File: src/hdl/cls_pkg.sv
// Shared types and constants for the changed label set tracker.
// Holds the transfer structs, request codes, controller states and the
// command and status bundles. Depends on nothing.
`default_nettype none

package cls_pkg;

  // Default label width of the mark map address.
  localparam int LABEL_BITS_DEF = 16;
  // Fixed width of the label fields on the ports.
  localparam int FIELD_BITS = 16;
  // Each memory row holds 2**ROW_LOG marks.
  localparam int ROW_LOG = 3;
  localparam int ROW_WIDTH = 1 << ROW_LOG;

  // Request codes carried by req_type.
  typedef enum logic [1:0] {
    REQ_PAIR  = 2'd0,
    REQ_FETCH = 2'd1,
    REQ_CLEAR = 2'd2
  } req_t;

  // Input transfer.
  typedef struct packed {
    req_t                  req_type;
    logic [FIELD_BITS-1:0] old_label;
    logic [FIELD_BITS-1:0] new_label;
  } in_item_t;

  // Result transfer.
  typedef struct packed {
    logic [FIELD_BITS-1:0] changed_label;
    logic                  label_found;
  } out_item_t;

  // Controller states.
  typedef enum logic [2:0] {
    ST_CLEAR,
    ST_IDLE,
    ST_MARK_A,
    ST_MARK_B,
    ST_SCAN_RD,
    ST_SCAN_CHK,
    ST_DONE
  } state_t;

  // Commands from the controller to the datapath.
  typedef struct packed {
    logic load_req;   // capture the labels of an accepted transfer
    logic clr_start;  // restart the clearing sweep and the cursor
    logic clr_wr;     // clear one map row and step the sweep counter
    logic mark_a;     // set the mark of the old label
    logic mark_b;     // set the mark of the new label
    logic scan_rd;    // read the map row under the cursor
    logic scan_chk;   // examine the row read and advance the cursor
    logic res_hit;    // record a found label as the pending result
    logic res_none;   // record a not-found pending result
    logic out_load;   // move the pending result into the output register
  } cmd_t;

  // Status from the datapath to the controller.
  typedef struct packed {
    logic clr_last;     // the sweep is on the last row
    logic labels_diff;  // the captured labels differ
    logic cursor_done;  // the cursor has passed the last label
    logic row_hit;      // the row read holds a mark at or above the cursor
    logic out_free;     // the output register can take a result
  } status_t;

endpackage : cls_pkg

`default_nettype wire

File: src/hdl/cls_ctrl.sv
// Controller of the changed label set tracker: sequences clearing sweeps,
// mark writes and row scans. Depends on cls_pkg.
`default_nettype none

module cls_ctrl (
  input  wire logic             clk,
  input  wire logic             rst_n,
  input  wire logic             in_valid,
  input  wire cls_pkg::req_t    req_type,
  input  wire cls_pkg::status_t status,
  output logic                  in_stall,
  output cls_pkg::cmd_t         cmd
);

  import cls_pkg::*;

  state_t state_r, state_nxt;

  // State register; reset starts with a clearing sweep.
  always_ff @(posedge clk) begin
    if (!rst_n) begin
      state_r <= ST_CLEAR;
    end else begin
      state_r <= state_nxt;
    end
  end

  // Next state and commands.
  always_comb begin
    state_nxt = state_r;
    cmd       = '0;
    in_stall  = 1'b1;
    unique case (state_r)
      ST_CLEAR: begin
        cmd.clr_wr = 1'b1;
        if (status.clr_last) begin
          state_nxt = ST_IDLE;
        end
      end
      ST_IDLE: begin
        in_stall = 1'b0;
        if (in_valid) begin
          cmd.load_req = 1'b1;
          unique case (req_type)
            REQ_PAIR:  state_nxt = ST_MARK_A;
            REQ_FETCH: state_nxt = ST_SCAN_RD;
            REQ_CLEAR: begin
              cmd.clr_start = 1'b1;
              state_nxt     = ST_CLEAR;
            end
            default:   state_nxt = ST_IDLE;
          endcase
        end
      end
      ST_MARK_A: begin
        if (status.labels_diff) begin
          cmd.mark_a = 1'b1;
          state_nxt  = ST_MARK_B;
        end else begin
          state_nxt = ST_IDLE;
        end
      end
      ST_MARK_B: begin
        cmd.mark_b = 1'b1;
        state_nxt  = ST_IDLE;
      end
      ST_SCAN_RD: begin
        if (status.cursor_done) begin
          cmd.res_none = 1'b1;
          state_nxt    = ST_DONE;
        end else begin
          cmd.scan_rd = 1'b1;
          state_nxt   = ST_SCAN_CHK;
        end
      end
      ST_SCAN_CHK: begin
        cmd.scan_chk = 1'b1;
        if (status.row_hit) begin
          cmd.res_hit = 1'b1;
          state_nxt   = ST_DONE;
        end else begin
          state_nxt = ST_SCAN_RD;
        end
      end
      ST_DONE: begin
        if (status.out_free) begin
          cmd.out_load = 1'b1;
          state_nxt    = ST_IDLE;
        end
      end
      default: state_nxt = ST_IDLE;
    endcase
  end

endmodule : cls_ctrl

`default_nettype wire

File: config.mk
export PLATFORM = sky130hd
export DESIGN_NAME = cls_ctrl
export DESIGN_NICKNAME = d
export VERILOG_FILES = /design/src/hdl/cls_pkg.sv /design/src/hdl/cls_ctrl.sv
export SDC_FILE = /design/constraint.sdc
export NUM_CORES = 1
export LEC_CHECK = 0
export BUFFER_PORTS_ARGS = -buffer_cell sky130_fd_sc_hd__buf_4
export CAP_MARGIN = 30
export CORE_AREA = 2 2 39 41
export CTS_CLUSTER_SIZE = 25
export DETAILED_ROUTE_END_ITERATION = 10
export DIE_AREA = 0 0 41 43
export MAX_ROUTING_LAYER = met4
export PLACE_DENSITY = 0.57
export SYNTH_ARGS = -nofsm -noshare
export SYNTH_HDL_FRONTEND = slang
export SYNTH_SLANG_ARGS = --single-unit
File: constraint.sdc
create_clock -name clk -period 1.3 [get_ports clk]
set_clock_uncertainty 0.05 [all_clocks]
set_input_delay 0.13 -clock clk [delete_from_list [all_inputs] [get_ports clk]]
set_output_delay 0.13 -clock clk [all_outputs]
set_load 0.03 [all_outputs]
==> flow_summary.ini <==
[setup_path]
worst-endpoint-arrival_ns = 1.19
path_max_fanout = 4
critPathCaptureType = primary output
worstPathCellList = buf_6 > nor3_4 > and3b_2 > buf_6
cpPeakStageDelay_ns = 0.35
cpMaxStageDelayCell = dfxtp_4
cp.buffers_inverters = 2
cp_data_required_time_ns = 1.12
path_common_cell = buf_6
crit_type = flop to primary output
critPathTopFamily = simple AND/OR/NAND/NOR gates
crit_path_start_kind = flop
worstSetupStartpoint = state_r[2]$_SDFFE_PN0P_
worstReg2RegStart = state_r[0]$_SDFFE_PN0P_

[synthesis]
synth_edf_count = 0
synth_top_area_share_pct = 19.9
synthTopCellsByArea = dfxtp_1, and3b_1, nand2b_1
synthDistinctLibCells = 24
yosysMostFrequentCell = nand2_1
synth_area_um2 = 302
yosysWarnings = 0
synth_ff_type = dfxtp_1
avgSynthCellArea_um2 = 7.35
ys_seq_area_share_pct = 19.9
async_flop_share_pct = 0
syn_nets = 51
yosysTopAreaCell = dfxtp_1
ys_ff_latch = 3
syn-instance-count = 41

[detailed_routing]
ant_nets = 0
routed-wl-met2_um = 552
drc = 0
post_drt_wl_per_cell_um = 11.6
drtIter0Drc = 3
drt-met1-wl_um = 421
dr_wl_met3_um = 55
routed_wl_um = 1030
viasPerCell = 4.83
routed.top_layer = met3
drt-pass1-iter-count = 2
vias = 430

[place]
port_buffers = 20
place.gp.congestion = 0.742
dp_hpwl_um = 797

[sta]
finalSetupViolations = 9
worstMarginPinSlew_ns = 0.208
fin_crit_sh_pct = 106
hold_viol = 0
rsz0062_at_grt = true
slew_headroom_pct = 86.1
period_needed_ns = 1.37
maxSlewViolCount = 0
clock.fmax_ghz = 0.728
setup_tns_ns = -0.405
setup_slack_ns = -0.0745

[cts]
cts_tree = yes
cts_buffers = 3
htree_levels = 1
clk_latency_ns = 0.24
clockRootBuffer = clkbuf_4
clkTransAtPathRegs_ns = 0.04
cts.sinks = 3
cts_buffer_depth = 2

[cells_and_area]
area_delta_synth_final_pct = 132
reg.largest.list = state_r: 3 flops
fin_nets = 84
drive_above_1_share_pct = 67.1
insertedDiodeCount = 0
largest-register = state_r
largest_reg_flops = 3

[pwr]
power_density_nw_per_um2 = 619
p_switching_mw = 0.137
p_leak_nw = 0.316
intPower_mw = 0.294
pwr-share-seq_pct = 23.5
ir_worst_vdd_v = 0.000352
p_clk_share_pct = 39.2
power.share.switching_pct = 31.8
total_power_mw = 0.432
comb_power_share_pct = 37.3

[floorplan]
fp.dieW_um = 41
die-height_um = 43
row_count = 14
die_area_um2 = 1760
ioPinCount = 21
initial_core_util_pct = 21.8
core_um2 = 1380

[global_route]
first_global_vias = 403
grt_start_max_net_pins = 9
grt_overflow = 0
antenna_found_initial = 0
grt_usage_pct = 13.4
grt_pass1_wl_um = 1540

[hold_path]
hp-start = rst_n
hp-class = input pin to flop

[job]
cap_viol_max_count = 0

[outcome]
violations = negative setup slack
status = finished with violations
## cells by family (layout without fill, tap and decap cells)
kind of cell | Yosys count | in the layout | synth area share [%]
AND/OR/NAND/NOR | 23 | 23 | 47.7
flip-flops | 3 | 3 | 19.9
buffers and inverters | 4 | 36 | 5.81
AO/OA/AOI/OAI | 11 | 11 | 26.6
## repair_timing
item,4_1_cts,5_1_grt
setup endpoints to repair,11,10
pin swaps,7,4
setup buffers,1,2
hold buffers,0,0
resized for setup,16,9
## power groups by stage
stage | Sequential (mW) | Clock, mW | Combinational [mW]
after CTS | 0.103 | 0.174 | 0.151
after detailed placement | 0.105 | 0 | 0.138
after global routing | 0.102 | 0.187 | 0.170
after global placement | 0.105 | 0 | 0.137
final | 0.102 | 0.169 | 0.161
after floorplan | 0.103 | 0 | 0.0727
## worst reg2reg max path, stage by stage (launching register included)
cell	delay (ns)
dfxtp_4	0.37
buf_4	0.12
or4b_1	0.45
a21oi_2	0.15
o311a_1	0.14
## cell type report
| cell class | instances | area, um^2 |
|---|---|---|
| Fill cell | 140 | 686 |
| Multi-Input combinational cell | 34 | 299 |
| Timing Repair Buffer | 31 | 278 |
| Sequential cell | 3 | 71.3 |
| Clock buffer | 4 | 26.3 |
| Tap cell | 16 | 20.0 |
| Inverter | 1 | 3.75 |
## stage by stage
step / utilization (%) / hold WS [ns] / instance area, um^2 / instances / worst slack (ns)
3_5_place_dp: 40.8 / 0.316 / 564 / 83 / 0.00270
4_1_cts: 46.7 / 0.0718 / 646 / 87 / -0.0797
6_report: 50.5 / 0.0711 / 698 / 89 / -0.0745
5_1_grt: 50.5 / 0.0706 / 698 / 89 / -0.133
2_1_floorplan: - / 0.202 / 340 / 41 / -0.109
3_3_place_gp: 40.8 / 0.318 / 564 / 83 / 0.00725
## layer usage
metal / vias to the layer above / global-route usage, %
met2: 10 / 20.9
met4: 0 / 6.00
met5: - / -
met3: 0 / 4.71
li1: 223 / -
met1: 197 / 14.5
## path summary, 6_finish.rpt
| path | end | slack (ns) | depth (start not counted) |
|---|---|---|---|
| worst max register to register | state_r[1]$_SDFFE_PN0P_ | -0.04 | 4 |
| worst min-delay path | state_r[2]$_SDFFE_PN0P_ | 0.07 | 2 |
| worst min register to register | state_r[1]$_SDFFE_PN0P_ | 0.60 | 2 |
| worst max-delay path | cmd[8] | -0.07 | 4 |
## cell usage in the layout (no fill, tap or decap)
master	count
a21o_1	1
a21oi_1	1
a21oi_2	1
a22oi_1	1
a31oi_1	2
and2_1	1
and2_4	1
and3b_1	1
and3b_2	2
buf_4	19
buf_6	12
clkbuf_1	1
clkbuf_4	3
dfxtp_4	3
inv_1	1
nand2_1	3
nand2_2	1
nand2b_1	2
nand2b_4	1
nand3b_1	1
nand4b_1	1
nor2_1	1
nor2_4	2
nor3_1	2
nor3_4	1
nor4b_4	1
nor4bb_4	1
o21ai_0	1
o21bai_1	1
o221a_2	1
o2bb2ai_1	1
o311a_1	1
or4b_1	1
Note: power is estimated with default switching activity, not from simulation.
